**src/design/srrg_pkg.sv**
```systemverilog
package srrg_pkg;

  localparam int ADDR_W = 48;
  localparam int LEN_W = 31;
  localparam int CFG_AW = 5;
  localparam int CFG_DW = 64;
  localparam int REQ_CNT_W = 5;
  localparam int MAX_REQ = 32;

  localparam logic [ADDR_W-1:0] INT_MAX = 48'h0000_7FFF_FFFF;

  localparam logic [1:0] FUNC_LOAD_FILE = 2'd0;
  localparam logic [1:0] FUNC_LOAD_BUF  = 2'd1;
  localparam logic [1:0] FUNC_START     = 2'd2;

  localparam logic [1:0] REG_FILE_DISP   = 2'd0;
  localparam logic [1:0] REG_FILE_CONTIG = 2'd1;
  localparam logic [1:0] REG_FILE_COUNT  = 2'd2;

  typedef struct packed {
    logic [1:0]        func;
    logic [3:0]        entry_index;
    logic [ADDR_W-1:0] segment_offset;
    logic [ADDR_W-1:0] segment_length;
    logic [ADDR_W-1:0] view_start_offset;
    logic [ADDR_W-1:0] total_bytes;
    logic [4:0]        buffer_segment_count;
    logic              buffer_contiguous;
  } in_item_t;

  typedef struct packed {
    logic [ADDR_W-1:0] file_address;
    logic [ADDR_W-1:0] buffer_offset;
    logic [LEN_W-1:0]  request_length;
    logic              last_request;
    logic              table_overrun;
  } out_item_t;

  typedef struct packed {
    logic [ADDR_W-1:0] file_displacement;
    logic              file_view_contiguous;
    logic [4:0]        file_segment_count;
  } cfg_t;

  typedef struct packed {
    logic accept;
    logic latch;
    logic scan_step;
    logic buf_init;
    logic walk_step;
    logic load_step;
    logic rd_next_f;
    logic rd_next_b;
    logic emit_end;
    logic end_ovr;
  } dp_cmd_t;

  typedef struct packed {
    logic total_zero;
    logic file_contig;
    logic fcnt_zero;
    logic sc_found;
    logic sc_last;
    logic sc_nz;
    logic buf_contig;
    logic bcnt_zero;
    logic w_emit;
    logic w_last;
    logic n_full;
    logic f_adv;
    logic b_adv;
    logic f_brk;
    logic b_brk;
  } dp_sts_t;

endpackage

```
**src/design/srrg_regs.sv**
```systemverilog
module srrg_regs import srrg_pkg::*; (
  input  logic              clk,
  input  logic              rst_n,
  input  logic              psel,
  input  logic              penable,
  input  logic              pwrite,
  input  logic [CFG_AW-1:0] paddr,
  input  logic [CFG_DW-1:0] pwdata,
  output logic [CFG_DW-1:0] prdata,
  output logic              pready,
  output cfg_t              cfg
);

  cfg_t       cfg_r, cfg_nxt;
  logic       wr;
  logic [1:0] reg_idx;

  assign pready  = 1'b1;
  assign wr      = psel && penable && pwrite;
  assign reg_idx = paddr[4:3];
  assign cfg     = cfg_r;

  always_comb begin
    cfg_nxt = cfg_r;
    if (wr) begin
      case (reg_idx)
        REG_FILE_DISP:   cfg_nxt.file_displacement = pwdata[ADDR_W-1:0];
        REG_FILE_CONTIG: cfg_nxt.file_view_contiguous = pwdata[0];
        REG_FILE_COUNT:  cfg_nxt.file_segment_count = pwdata[4:0];
        default: ;
      endcase
    end
  end

  always_comb begin
    case (reg_idx)
      REG_FILE_DISP:   prdata = {16'b0, cfg_r.file_displacement};
      REG_FILE_CONTIG: prdata = {63'b0, cfg_r.file_view_contiguous};
      REG_FILE_COUNT:  prdata = {59'b0, cfg_r.file_segment_count};
      default:         prdata = '0;
    endcase
  end

  always_ff @(posedge clk) begin
    if (!rst_n) begin
      cfg_r <= '0;
    end else begin
      cfg_r <= cfg_nxt;
    end
  end

endmodule

```
**config.mk**
```make
export PLATFORM = sky130hd
export DESIGN_NAME = srrg_regs
export DESIGN_NICKNAME = d
export VERILOG_FILES = /design/src/design/srrg_pkg.sv /design/src/design/srrg_regs.sv
export SDC_FILE = /design/constraint.sdc
export NUM_CORES = 1
export LEC_CHECK = 0
export BUFFER_PORTS_ARGS = -buffer_cell sky130_fd_sc_hd__buf_2
export CAP_MARGIN = 20
export CORE_MARGIN = 5
export CORE_UTILIZATION = 44
export CTS_CLUSTER_SIZE = 14
export DETAILED_ROUTE_END_ITERATION = 12
export PLACE_DENSITY = 0.86
export RECOVER_POWER = 100
export SYNTH_ARGS = -nofsm -noshare
export SYNTH_HDL_FRONTEND = slang
export SYNTH_SLANG_ARGS = --single-unit
```
**constraint.sdc**
```tcl
create_clock -name clk -period 5.8 [get_ports clk]
set_clock_uncertainty 0.1 [all_clocks]
set_input_delay 1.74 -clock clk [delete_from_list [all_inputs] [get_ports clk]]
set_output_delay 1.74 -clock clk [all_outputs]
set_load 0.01 [all_outputs]
```
# --- Word level (Yosys, flattened, before mapping) ---
# Index checks and enable logic that the tools add are counted.
# W data, S select, Z words.
totals:
  ram_bits: 0
  reg_bits: 54
  romBits: 0
  elab_cells: 12
  inputBits: 74
  n_memories: 0
  out_inout_bits: 119
  latch_bits: 0
classes:
  n_reduce_logical: 6
  div_mod_pow: 0
  muxes: 1
  n_eq_ne: 2
  n_mul: 0
  n_shift: 0
  n_lt_le_gt_ge: 0
  bitwise_logic: 0
  n_addsub: 0
ops:
  columns: ["op", "n"]
  rows:
  - ["$pmux W48 S3", 1]
  - ["$reduce_and A2 Y1", 3]
  - ["$eq A2 B1 Y1 const B", 1]
  - ["$eq A2 B2 Y1 const B", 1]
  - ["$logic_and A1 B1 Y1", 2]
  - ["$logic_not A2 Y1", 1]

# --- Logic depth before layout (Yosys ltp) ---
depth:
  depth_word: 3
  mapped_depth: 5
  mapped_depth_nobuf: 3

# --- Worst setup path after synthesis ---
# Ideal clock, no wire load.
synth_path:
  path_type: "in2out"
  start: "input port paddr[4]"
  end: "output port prdata[10]"
  setup_slack_ns: 1.410
  required_time_ns: 3.960
  cell_stages: 4
  path_buffers: 2
  arrival_ns: 2.550
  path_cell_list: "buf_4 nor2_1 clkbuf_1 and2_1"
synth_between:
  elab_chain_cells: 2
  elab_cells_between_ends: 4
  classes_between: "2 x eq/ne; 1 x mux; 1 x reduce/logical"
synth_lines:
  columns: ["item", "line", "text"]
  rows:
  - ["start, declared", "srrg_regs.sv:7", "input logic [CFG_AW-1:0] paddr,"]
  - ["$eq A2 B2 Y1 (tied with other cells)", "srrg_regs.sv:36", "case (reg_idx)"]
  - ["$pmux W48 S3 (*)", "srrg_regs.sv:36", null]
  - ["end, declared", "srrg_regs.sv:9", "output logic [CFG_DW-1:0] prdata,"]
# Mark *: on every way between the ends. The rest lies on a longest branch, timed or not.

# --- Worst setup path after layout ---
layout_path:
  start: "input port paddr[4]"
  end: "output port prdata[25]"
# The elaborated chain is that of the path after synthesis.

==> results.md <==
- Period utilization: 90.1%
- Max rail drop VDD: 0.0937 mV
- CTS Buffer Depth: 2
- Largest net degree at the start of global routing: 57
- R2r worst-path depth: 2
- Most common cell after layout, fill and taps aside: nand2_1
- Vias in the first global route: 2,333
- Post-Syn Area: 2650 um2
- Hold Startpoint: cfg[51]
- Filler cell count: 579
- Final hold vios: 0
- Most frequent cells in the layout: nand2_1, clkbuf_1, buf_2, mux2i_1, dfxtp_1
- First-pass GRT wire length: 10,200 um
- YS warnings: 0
- Sequential fraction of the synthesis area: 40.8%
- DRT Pass-1 Iters: 4
- Failing checks: max-capacitance violations, max-slew violations
- Crit start category: input pin
- Die area: 7670 um2
- Port Buf Inserts: 156
- WHS Path Cells: 2
- Post-Route WL: 6650 um
- Final setup TNS: 0 ns
- Total CTS buffers: 5
- Initial antenna violation count: 0
- Grt total ovfl: 0
- Crit Path Category: in -> out
- Max reg flops: 54
- Lkg Pwr: 1.41 nW
- CP Capture Type: output port
- CTS tree: done
- Remaining DRCs: 0
- Fmax: 0.191 GHz
- Status: finished with violations
- Dpl hpwl: 5090 um
- H-tree lvl count: 2
- Die W: 87.6 um
- Clock Sinks: 54
- Critical path required time: 3.96 ns
- Share of cells above drive strength 1: 19.2%
- Hold Crit Class: reg -> reg
- Nets: 527
- Reg2Reg Setup Slack: 4.96 ns
- Rel. slew slack: -44.5%
- Post-cts repair resize count: 0
- Synth-to-Final Area Change: 27.1%
- Capture point of the worst reg-to-reg path: cfg[1]
- Cell Rows: 28
- Multi-input logic area: 1380 um2
- DR iter-0 viols: 71
- Setup bufs post-CTS: 0
- Actual slew at the worst max-slew pin: 2.17 ns
- Cell area power density: 202 nW/um2
- Starting density of the core: 45.0%
- Detailed-route vias per instance: 4.64
- Post-CTS Hold Fix Bufs: 0
- Final Util: 57.2%
- Area of the core: 5890 um2
- Pre-CTS WS: 0.848 ns
- Root buf cell: clkbuf_8
- Final slew viol count: 105
- Wire length per cell: 12.6 um
- Via count: 2,453
- Antenna Cells: 0
- Worst-path clk slew: 0.09 ns
- Worst skew pair latency: 0.29 ns
- Total global-route track usage: 16.3%
- Final setup fails: 0
- Tot Pwr: 680 uW
- Antenna Violating Nets Remaining: 0
- Max-cap viol count: 2
- Fin worst setup slack: 0.574 ns
- Final min period: 5.23 ns
- Die height: 87.6 um
- Cell variety after synth: 17
- Avg Cell Area, Syn: 8.55 um2
- RD Place Congestion: 0.752
- Synthesized flop and latch total: 54
- Reg2Reg Launch Point: cfg[1]
- RSZ-0062 raised after global routing: false
- I/O pin total: 193
- Critical Path Fanout Max: 25
- Hold EP: cfg[51]
- Crit path DAT: 3.39 ns
- Storage element area: 1080 um2
- Syn Inst Count: 310
==> stage by stage <==
stage                     hold slack, ns  cells  area [um2]
after floorplan                    0.387    325        2710
after global placement             0.351    521        3370
after detailed placement           0.360    521        3370
after CTS                          0.374    529        3480
after global routing               0.396    529        3370
final                              0.374    529        3370
==> area by class of cell <==
cell class	instances	share of cell area (%)
clock buffers	8	3.27
flip-flops and latches	54	32.1
repair buffers	160	20.8
well taps	75	2.79
multi-input cells	232	41.0
==> how the worst max path moves through the flow <==
stage	startpoint	endpoint	slack [ns]
final	paddr[4]	prdata[25]	0.57
after CTS	paddr[4]	prdata[7]	0.85
after detailed placement	paddr[4]	prdata[7]	0.85
after global routing	paddr[4]	prdata[25]	0.35
after floorplan	paddr[4]	prdata[10]	1.41
after global placement	paddr[4]	prdata[7]	0.93
==> cell usage after synthesis <==
cell type  instances  area (um2)
o21ai_0            1        5.00
buf_6              3        33.8
nand2_1          102         383
mux2i_1           59         591
nor3b_1            1        7.51
nand3b_1           1        7.51
buf_4             20         150
buf_2              2        10.0
clkbuf_1          10        37.5
nor3_4             1        16.3
nand3_1            1        5.00
and2_1            43         269
nor3b_2            1        12.5
nor2_1             5        18.8
buf_1              4        15.0
conb_1             2        7.51
dfxtp_1           54        1080
==> kinds of logic after synthesis <==
| logic type | share of synthesized area, % |
|---|---|
| mux | 22.3 |
| compound gates | 0.189 |
| simple gates | 27.1 |
| other cells | 0.283 |
| flops | 40.8 |
| buf+inv | 9.30 |
==> where the power goes <==
part / total [mW] / leakage, nW / switching, mW / internal [mW]
clock network: 0.233 / 0.0575 / 0.112 / 0.121
registers: 0.379 / 0.436 / 0.00344 / 0.375
logic: 0.0683 / 0.918 / 0.0416 / 0.0267
total: 0.680 / 1.41 / 0.158 / 0.523
==> layer usage <==
metal	wire [um]	vias up	track usage (%)	part of all wire (%)
met4	57	0	4.18	0.86
met1	2550	1111	19.1	38
met3	631	6	4.33	9.5
li1	-	1232	-	-
met5	0	-	0	0
met2	3410	104	29.5	51
==> worst max-delay path: stages <==
cell      delay (ns)
clkbuf_1        0.27
nor2_2          0.60
clkbuf_2        0.44
and2_1          0.18
clkbuf_1        0.16
(Power assumes the default switching activity.)
