### src/design/srrg_pkg.sv
package srrg_pkg;

  localparam int ADDR_W = 48;
  localparam int LEN_W = 31;
  localparam int CFG_AW = 5;
  localparam int CFG_DW = 64;
  localparam int REQ_CNT_W = 5;
  localparam int MAX_REQ = 32;

  localparam logic [ADDR_W-1:0] INT_MAX = 48'h0000_7FFF_FFFF;

  localparam logic [1:0] FUNC_LOAD_FILE = 2'd0;
  localparam logic [1:0] FUNC_LOAD_BUF  = 2'd1;
  localparam logic [1:0] FUNC_START     = 2'd2;

  localparam logic [1:0] REG_FILE_DISP   = 2'd0;
  localparam logic [1:0] REG_FILE_CONTIG = 2'd1;
  localparam logic [1:0] REG_FILE_COUNT  = 2'd2;

  typedef struct packed {
    logic [1:0]        func;
    logic [3:0]        entry_index;
    logic [ADDR_W-1:0] segment_offset;
    logic [ADDR_W-1:0] segment_length;
    logic [ADDR_W-1:0] view_start_offset;
    logic [ADDR_W-1:0] total_bytes;
    logic [4:0]        buffer_segment_count;
    logic              buffer_contiguous;
  } in_item_t;

  typedef struct packed {
    logic [ADDR_W-1:0] file_address;
    logic [ADDR_W-1:0] buffer_offset;
    logic [LEN_W-1:0]  request_length;
    logic              last_request;
    logic              table_overrun;
  } out_item_t;

  typedef struct packed {
    logic [ADDR_W-1:0] file_displacement;
    logic              file_view_contiguous;
    logic [4:0]        file_segment_count;
  } cfg_t;

  typedef struct packed {
    logic accept;
    logic latch;
    logic scan_step;
    logic buf_init;
    logic walk_step;
    logic load_step;
    logic rd_next_f;
    logic rd_next_b;
    logic emit_end;
    logic end_ovr;
  } dp_cmd_t;

  typedef struct packed {
    logic total_zero;
    logic file_contig;
    logic fcnt_zero;
    logic sc_found;
    logic sc_last;
    logic sc_nz;
    logic buf_contig;
    logic bcnt_zero;
    logic w_emit;
    logic w_last;
    logic n_full;
    logic f_adv;
    logic b_adv;
    logic f_brk;
    logic b_brk;
  } dp_sts_t;

endpackage

### src/design/srrg_ctrl.sv
module srrg_ctrl import srrg_pkg::*; (
  input  logic       clk,
  input  logic       rst_n,
  input  logic       start,
  input  logic [1:0] func,
  output logic       busy,
  output dp_cmd_t    cmd,
  input  dp_sts_t    sts
);

  typedef enum logic [5:0] {
    ST_IDLE  = 6'b000001,
    ST_SCAN  = 6'b000010,
    ST_BINIT = 6'b000100,
    ST_WALK  = 6'b001000,
    ST_LOAD  = 6'b010000,
    ST_OVR   = 6'b100000
  } state_t;

  state_t state_r, state_nxt;

  assign busy = (state_r != ST_IDLE);

  always_comb begin
    state_nxt = state_r;
    cmd       = '0;
    case (state_r)
      ST_IDLE: begin
        if (start) begin
          cmd.accept = 1'b1;
          if (func == FUNC_START) begin
            cmd.latch = 1'b1;
            if (sts.total_zero) begin
              cmd.emit_end = 1'b1;
            end else if (sts.file_contig) begin
              state_nxt = ST_BINIT;
            end else if (sts.fcnt_zero) begin
              cmd.emit_end = 1'b1;
            end else begin
              state_nxt = ST_SCAN;
            end
          end
        end
      end
      ST_SCAN: begin
        cmd.scan_step = 1'b1;
        cmd.rd_next_f = 1'b1;
        if (sts.sc_found) begin
          state_nxt = ST_BINIT;
        end else if (sts.sc_last) begin
          // empty view gives a plain end beat, otherwise start is past the end
          cmd.emit_end = 1'b1;
          cmd.end_ovr  = sts.sc_nz;
          state_nxt    = ST_IDLE;
        end
      end
      ST_BINIT: begin
        if (!sts.buf_contig && sts.bcnt_zero) begin
          cmd.emit_end = 1'b1;
          cmd.end_ovr  = 1'b1;
          state_nxt    = ST_IDLE;
        end else begin
          cmd.buf_init = 1'b1;
          state_nxt    = ST_WALK;
        end
      end
      ST_WALK: begin
        cmd.walk_step = 1'b1;
        cmd.rd_next_f = 1'b1;
        cmd.rd_next_b = 1'b1;
        if (sts.w_emit && (sts.w_last || sts.n_full)) begin
          state_nxt = ST_IDLE;
        end else if (sts.f_brk || sts.b_brk) begin
          state_nxt = ST_OVR;
        end else if (sts.f_adv || sts.b_adv) begin
          state_nxt = ST_LOAD;
        end
      end
      ST_LOAD: begin
        cmd.load_step = 1'b1;
        state_nxt     = ST_WALK;
      end
      ST_OVR: begin
        cmd.emit_end = 1'b1;
        cmd.end_ovr  = 1'b1;
        state_nxt    = ST_IDLE;
      end
      default: begin
        state_nxt = ST_IDLE;
      end
    endcase
  end

  always_ff @(posedge clk) begin
    if (!rst_n) begin
      state_r <= ST_IDLE;
    end else begin
      state_r <= state_nxt;
    end
  end

endmodule

### config.mk
export PLATFORM = sky130hd
export DESIGN_NAME = srrg_ctrl
export DESIGN_NICKNAME = d
export VERILOG_FILES = /design/src/design/srrg_pkg.sv /design/src/design/srrg_ctrl.sv
export SDC_FILE = /design/constraint.sdc
export NUM_CORES = 1
export LEC_CHECK = 0
export BUFFER_PORTS_ARGS = -buffer_cell sky130_fd_sc_hd__buf_2
export CAP_MARGIN = 40
export CORE_ASPECT_RATIO = 1.25
export CORE_UTILIZATION = 30
export CTS_BUF_LIST = sky130_fd_sc_hd__clkbuf_4 sky130_fd_sc_hd__clkbuf_8
export CTS_CLUSTER_DIAMETER = 80
export DETAILED_ROUTE_END_ITERATION = 6
export SLEW_MARGIN = 20
export SYNTH_ARGS = -nofsm -noshare
export SYNTH_HDL_FRONTEND = slang
export SYNTH_SLANG_ARGS = --single-unit
export TNS_END_PERCENT = 20
### constraint.sdc
create_clock -name clk -period 2.2 [get_ports clk]
set_clock_uncertainty 0.15 [all_clocks]
set_input_delay 0.22 -clock clk [delete_from_list [all_inputs] [get_ports clk]]
set_output_delay 0.22 -clock clk [all_outputs]
set_load 0.01 [all_outputs]
# Word-level counts from Yosys, hierarchy flattened
# Cells that the tools add are included.
[word_totals] reg_bits=6 latch_bits=0 ramBits=0 mem_bits_ro=0 inputBits=20 out_inout_bits=11 elab_cells=54 mem_count=0
[classes] n_addsub=0 multipliers=0 div=0 magnitude_cmp=0 eq_ne=14 shift=0 muxes=31 bitwise=0 n_reduce_logical=8
[op_table] op="$mux W6" count=10
[op_table] op="$pmux W6 S5" count=1
[op_table] op="$mux W1" count=12
[op_table] op="$mux W2" count=5
[op_table] op="$eq A6 B1 Y1 const B" count=1
[op_table] op="$eq A6 B2 Y1 const B" count=1
[op_table] op="$eq A6 B3 Y1 const B" count=1
[op_table] op="$eq A6 B4 Y1 const B" count=1
[op_table] op="$eq A6 B5 Y1 const B" count=1
[op_table] op="$eq A6 B6 Y1 const B" count=1
[op_table] op="$ne A2 B2 Y1 const B" count=3
[op_table] op="$ne A3 B3 Y1 const B" count=2
[op_table] op="$ne A6 B1 Y1 const B" count=1
[op_table] op="$reduce_and A6 Y1" count=1
[op_table] op="$mux W4" count=1
[op_table] op="$ne A4 B4 Y1 const B" count=1
[op_table] op="$pmux W1 S4" count=1
[op_table] op="$logic_or A1 B1 Y1" count=3
[op_table] op="$pmux W1 S3" count=1
[op_table] op="$eq A2 B2 Y1 const B" count=1
[op_table] op="$logic_and A1 B1 Y1" count=2
[op_table] op="$reduce_or A2 Y1" count=1
[op_table] op="$logic_not A1 Y1" count=1

# Depth between registers and ports, before layout
# Gate-level depths: netlist of run 1.
[logic_depth] depth_word=6 ltp_mapped=5 depth_no_buf=4

# Least setup slack after synthesis of run 1
# No wires, ideal clock.
[synth_timing] kind="register to register" startpoint="register state_r[2]" endpoint="register state_r[0]" setup_ps=130 arrival_time_ps=1710 t_required_ps=1920 slack_ps=211 stages_incl_launch_ff=6 path_buffers=1 period_less_slack_ps=1989 path_cell_list="dfxtp_1 -> buf_6 -> or4_4 -> or4_4 -> a221oi_2 -> a21oi_1"
[synth_via] elab_chain_cells=3 elab_cells_between_ends=13 classes_between="eq/ne (11); mux (1); reduce/logical (1)"
[synth_rtl] element="from (decl)" line="srrg_ctrl.sv:20" rtl="state_t state_r, state_nxt;"
[synth_rtl] element="from (signal assigned)" line="srrg_ctrl.sv:98" rtl="state_r <= state_nxt;"
[synth_rtl] element="$eq A6 B4 Y1 (tied with other cells)" line="srrg_ctrl.sv:27" rtl="case (state_r)"
[synth_rtl] element="$ne A4 B4 Y1 (no line) (tied with other cells)"
[synth_rtl] element="$reduce_and A6 Y1 (no line)"
# Several ways; a longest one is shown, not always the timed one.
# A chain may end at the register's enable or synchronous reset.

==> results of run 1 <==
[cells in the mapped netlist (2+ instances only)]
library cell	count	area share
nor2_1	6	0.042
dfxtp_1	6	0.23
or2_2	3	0.035
inv_1	4	0.028
o21ai_0	3	0.028
a22oi_1	2	0.028
and2_1	2	0.024
nand3_1	2	0.019
a21oi_1	2	0.019
or4_4	2	0.042
nor4_1	5	0.059
nor2b_1	3	0.035
nand2b_1	5	0.059
nand2_1	2	0.014
[cells in the final DEF, fill, tap and decap left out, types with 3 or more instances in the layout]
master and instances:
buf_2 30, clkbuf_4 3, nor2b_1 3, nor4_1 5, o21ai_0 3, inv_1 4, or2_2 3, nor2_1 6
nand2b_1 5, dfxtp_1 5
[layout make-up]
cell class,instances,share of cell area
Sequential cell,6,0.165
Clock buffer,3,0.0307
Inverter,4,0.0204
Timing Repair Buffer,32,0.225
Tap cell,18,0.0307
Multi-Input combinational cell,56,0.528
[worst min-delay path, stage by stage]
cell and delay (ns):
buf_2 0.08, or2_2 0.10, nor4_1 0.04
[timing repair]
action	4_1_cts	5_1_grt
endpoints found under the setup margin	2	2
hold endpoints to repair	0	0
setup buffers	0	1
cloned	0	0
pin swaps	0	1
gates resized for setup	1	2
[through the flow]
step	hold slack (ns)	cell area (um2)
after floorplan	0.218	531
after global placement	0.347	692
after detailed placement	0.348	692
after CTS	0.0923	719
after global routing	0.104	734
final	0.101	734
[how the worst min path moves through the flow]
stage                       start         end  slack, ns  cells past startpoint
final                      sts[1]  state_r[4]       0.10                      3
after detailed placement   sts[1]  state_r[4]       0.35                      3
after global routing       sts[1]  state_r[4]       0.10                      3
after floorplan           sts[11]  state_r[2]       0.22                      2
after global placement     sts[1]  state_r[4]       0.35                      3
after CTS                  sts[1]  state_r[4]       0.09                      3
[power groups by stage]
stage	Clock (mW)	Combinational (mW)	Sequential, mW
floorplan	0	0.0386	0.115
global placement	0	0.0663	0.116
detailed placement	0	0.0664	0.117
CTS	0.102	0.0670	0.115
global route	0.113	0.0749	0.115
finish	0.0959	0.0678	0.115
[cells by family (layout without fill, tap and decap cells)]
logic type,after synthesis,in the layout,share of synthesized area
mux,1,1,0.0189
flops,6,6,0.226
compound gates,15,15,0.224
buf+inv,6,39,0.0637
simple gates,40,40,0.467
[per-layer routing]
layer  wire (um)  part of all wire  vias to the layer above
li1            -                 -                      327
met1         626              0.43                      289
met2         789              0.54                       14
met3          39             0.027                        2
met4          12            0.0082                        0
met5           0                 0                        -
==> run metrics, run 1 <==
Setup CP Type flop to output pin; Cells after Synth 68; Final HPWL DP 1.16 mm; Synth Area per Inst 7.80 um2; Buffers on Ports 30; DIE WIDTH 39.6 um; largest net degree at the start of global routing 10; Leakage 0.337 nW; vias in the first global route 631; Top reg by flops state_r; Critical Path Sink cmd[0]; wire length per cell 12.3 um; fin nets 123; number of synthesized flops with an enable pin 0; Max-Cap Viols 0; clk_lat worst skew 0.24 ns; first-pass GRT wire length 2.57 mm; placed cells 115; Tot Pwr 279 uW; Power Internal 207 uW; cts hold-fix bufs 0; Final setup violation count 0; GRT overflow 0; met3 layer usage reported by global route 0.0183; Antenna Violating Nets Remaining 0; CP startpoint kind flop; yosys warns 0; routability congestion estimate 0.764; crit path cell chain or4_4 -> nor3_4 -> nand3_1 -> o21ai_0 -> buf_2; Num CTS Buffers 3; CTS Buffer Depth 2; Crit. path cell count 5; Initial DRT Pass Iterations 4; Max Clock Freq 471 MHz; final hold violations 0; Core Rows 16; Crit Reg-Reg Endpoint state_r[0]; slew margin rel. 0.629; worst endpoint data arrival time 1.75 ns; CTS root buffer clkbuf_4; area of the mapped netlist 531 um2; Crit path largest cell delay 0.58 ns; pwr/cell area 380 nW/um2; CP required 1.83 ns; Final Max Tran Viols 0; busiest grt layer met2; Seq/Total Area, Yosys 0.226; drc violations 0; via/cell ratio 5.31; Core Region 1600 um2; Post-Syn Nets 88; share of cells above drive strength 1 0.436; post-synthesis async set-or-reset flop share 0; largest registers state_r: 6 flops; Final Cycle Share 0.964; Total Wirelength 1.47 mm; Buf/Inv on CP 1; Layout fillers 173; Crit Reg-Reg Startpoint state_r[2]; crit end category output pin; fin worst setup slack 0.0788 ns; worst min path class input pin to flop; Worst Max-Slew Pin Slew 0.551 ns; area of the multi-input gates 388 um2; TritonCTS clock tree yes; Critical-path top delay cell or4_4; combinational power share 0.243; ys flop type dfxtp_1; H-tree depth 1; initial antenna violation count 0; Sequential Area 121 um2; total track usage 0.180; dpl ws 0.176 ns; CP max FO 9; Initial DRC Count 14; Switching Power 72.0 uW; max reg flops 6; Synth cell types 35; CTS clk-pin slew, worst paths 0.04 ns; met2 usage 0.287; CTS Sinks 6; routing usage on met1 0.224; die area 1940 um2; final core utilization 0.459; status finished, final reports clean; setup TNS 0 ns; Top delay family on crit path simple AND/OR/NAND/NOR gates; Non-Filler Instances 119; CP startpoint state_r[2]; Worst VDD drop 0.000257 V; vias 632; minimum clock period 2.12 ns; switching portion of total power 0.258; Chip Height 49.0 um; Reg2Reg Setup Slack 0.16 ns; register bit total from synthesis 6; ant diodes 0; part of the power in the clock network 0.344; synthesis-to-finish area growth 38.4%; R2R cell count 4; Sequential Power Share 0.412; Top-Level Pins 31; Starting Density 0.331
Note: power is estimated with default switching activity, not from simulation.
==> inputs of run 2 (changes only) <==
Settings changed: ABC_AREA set to 1.
==> run 2 against run 1 <==
  * Critical path depth up 2
  * Combinational power rose to 6.8 times the previous value
  * Sequential power is 44% higher
  * Non-clock buffer count down 2
  * Synthesized cell count grew 40%
  * Worst setup slack improved by 0.34 ns
  * Routed wire length is 5.8% lower
  * Core utilization shrank 3.2 points
  * Sequential share of layout area shrank 0.76 points
  * Maximum frequency is 19% higher
  * Highest routed layer is now met3
==> run metrics, run 2 <==
CTS clk-pin slew, worst paths 0.05 ns (was 0.04 ns); # resized after CTS 0 (was 1); Hold Slack 0.0571 ns (was 0.101 ns); CP startpoint kind flop (unchanged); GRT overflow 0 (unchanged); Top reg by flops state_r (unchanged); Leakage 0.426 nW (was 0.337 nW); dpl ws 0.640 ns (was 0.176 ns); final hold violations 0 (unchanged); Initial DRC Count 9 (was 14); CTS Sinks 6 (unchanged); Synth cell types 20 (was 35); number of synthesized flops with an enable pin 0 (unchanged); Seq/Total Area, Yosys 0.210 (was 0.226); RSZ-0062 raised after global routing no; Final Max Tran Viols 0 (unchanged); fin worst setup slack 0.422 ns (was 0.0788 ns); setup TNS 0 ns (unchanged); count leader, synth nor2_1; Final HPWL DP 1.22 mm (was 1.16 mm); H-tree depth 1 (unchanged); Num CTS Buffers 3 (unchanged); via/cell ratio 4.72 (was 5.31); placed cells 143 (was 115); TritonCTS clock tree yes (unchanged); yosys warns 0 (unchanged); synth top area cells dfxtp_1, nor2_1, nand2_1 (was dfxtp_1, nand2b_1, nor4_1); leading cell types in the layout, fill and taps excluded buf_2, nor2_1, nand2_1 (was buf_2, nor2_1, nor4_1, nand2b_1, dfxtp_1); vias 689 (was 632); Final Cycle Share 0.808 (was 0.964); clk_lat worst skew 0.24 ns (about the same); Final setup violation count 0 (unchanged); routability congestion estimate 0.754 (was 0.764); Post-Syn Nets 115 (was 88); CTS Buffer Depth 2 (unchanged); crit end category output pin (unchanged); Setup CP Type flop to output pin (unchanged); Starting Density 0.321 (was 0.331); die area 2090 um2 (was 1940 um2); DIE WIDTH 41.1 um (was 39.6 um); fin nets 149 (was 123); area of the mapped netlist 573 um2 (was 531 um2); Tot Pwr 731 uW (was 279 uW); Max Clock Freq 563 MHz (was 471 MHz); Sequential Area 120 um2 (was 121 um2); ys flop type dfxtp_1 (unchanged); synthesis-to-finish area growth 33.0% (was 38.4%); CP required 1.83 ns (about the same); area of the multi-input gates 385 um2 (was 388 um2); Non-Filler Instances 146 (was 119); Total Wirelength 1.38 mm (was 1.47 mm); first-pass GRT wire length 2.25 mm (was 2.57 mm); Cells after Synth 95 (was 68); Core Region 1790 um2 (was 1600 um2); worst endpoint data arrival time 1.41 ns (was 1.75 ns); largest net degree at the start of global routing 9 (was 10); Max-Cap Viols 0 (unchanged); Chip Height 50.9 um (was 49.0 um); status finished, final reports clean (unchanged); initial antenna violation count 0 (unchanged); worst min path class input pin to flop (unchanged); most common cell after layout, fill and taps aside buf_2 (unchanged); total track usage 0.153 (was 0.180); vias in the first global route 583 (was 631); Top-Level Pins 31 (unchanged); Core Rows 17 (was 16); drc violations 0 (unchanged); Worst Max-Slew Pin Slew 0.627 ns (was 0.551 ns); cts hold-fix bufs 0 (unchanged); Layout fillers 222 (was 173); Worst VDD drop 0.000509 V (was 0.000257 V); post-synthesis async set-or-reset flop share 0 (unchanged); Post-synth top cells nor2_1, nand2_1, inv_1 (was dfxtp_1, nor2_1, nand2b_1, nor4_1, inv_1); CTS root buffer clkbuf_4 (unchanged); register bit total from synthesis 6 (unchanged); area leader, netlist dfxtp_1 (unchanged); wire length per cell 9.46 um (was 12.3 um); slew margin rel. 0.578 (was 0.629); Buffers on Ports 30 (unchanged); CP max FO 6 (was 9); max reg flops 6 (unchanged); minimum clock period 1.78 ns (was 2.12 ns); largest registers state_r: 6 flops (unchanged); Setup Buffers After CTS 0 (unchanged); Initial DRT Pass Iterations 4 (unchanged); Synth top area share 0.210 (was 0.226); ant diodes 0 (unchanged); Synth Area per Inst 6.03 um2 (was 7.80 um2); pwr/cell area 959 nW/um2 (was 380 nW/um2); share of cells above drive strength 1 0.394 (was 0.436); Antenna Violating Nets Remaining 0 (unchanged)
## run 2: worst paths after layout
| check | from | cells after the start | slack, ns | endpoint |
|---|---|---|---|---|
| setup / recovery | state_r[0] | 7 | 0.42 | cmd[1] |
| setup reg to reg | state_r[5] | 8 | 0.77 | state_r[0] |
| hold / removal | rst_n | 2 | 0.06 | state_r[0] |
| hold reg to reg | state_r[1] | 2 | 0.40 | state_r[1] |
## run 2: kinds of logic (layout without fill, tap and decap cells)
kind of cell           Yosys count  count (layout)  share of synthesized area
AO/OA/AOI/OAI                    6               6                     0.0743
buffers and inverters           17              49                      0.118
flip-flops                       6               6                      0.210
AND/OR/NAND/NOR                 66              66                      0.598
## run 2: per-layer routing
layer	part of all wire	up-vias	track usage
met2	0.50	20	0.250
met5	0	-	0
li1	-	363	-
met4	0	0	0.0484
met1	0.46	306	0.195
met3	0.046	0	0.0261
## run 2: cell type report
class	instances	area share
multi-input combinational	72	0.506
timing repair buffer	30	0.197
sequential	6	0.158
inverter	16	0.0788
tap	19	0.0312
clock buffer	3	0.0296
## run 2: power by group
part           switching, mW  total [mW]  internal, mW
Clock                 0.0393       0.101        0.0617
Combinational          0.288       0.464         0.176
Sequential            0.0302       0.166         0.136
Total                  0.357       0.731         0.374
## run 2: per-stage QoR
| stage | util | cell area [um2] |
|---|---|---|
| 2_1_floorplan | - | 573 |
| 3_3_place_gp | 0.414 | 739 |
| 3_5_place_dp | 0.414 | 739 |
| 4_1_cts | 0.426 | 762 |
| 5_1_grt | 0.426 | 762 |
| 6_report | 0.426 | 762 |
## run 2: critical path, stage by stage, from the launching register on
cell and delay (ns):
dfxtp_1 0.38, inv_1 0.07, nor2_1 0.14, nand3_2 0.15, nor2_1 0.16, nand2_1 0.07, nand3_1 0.07, buf_2 0.12
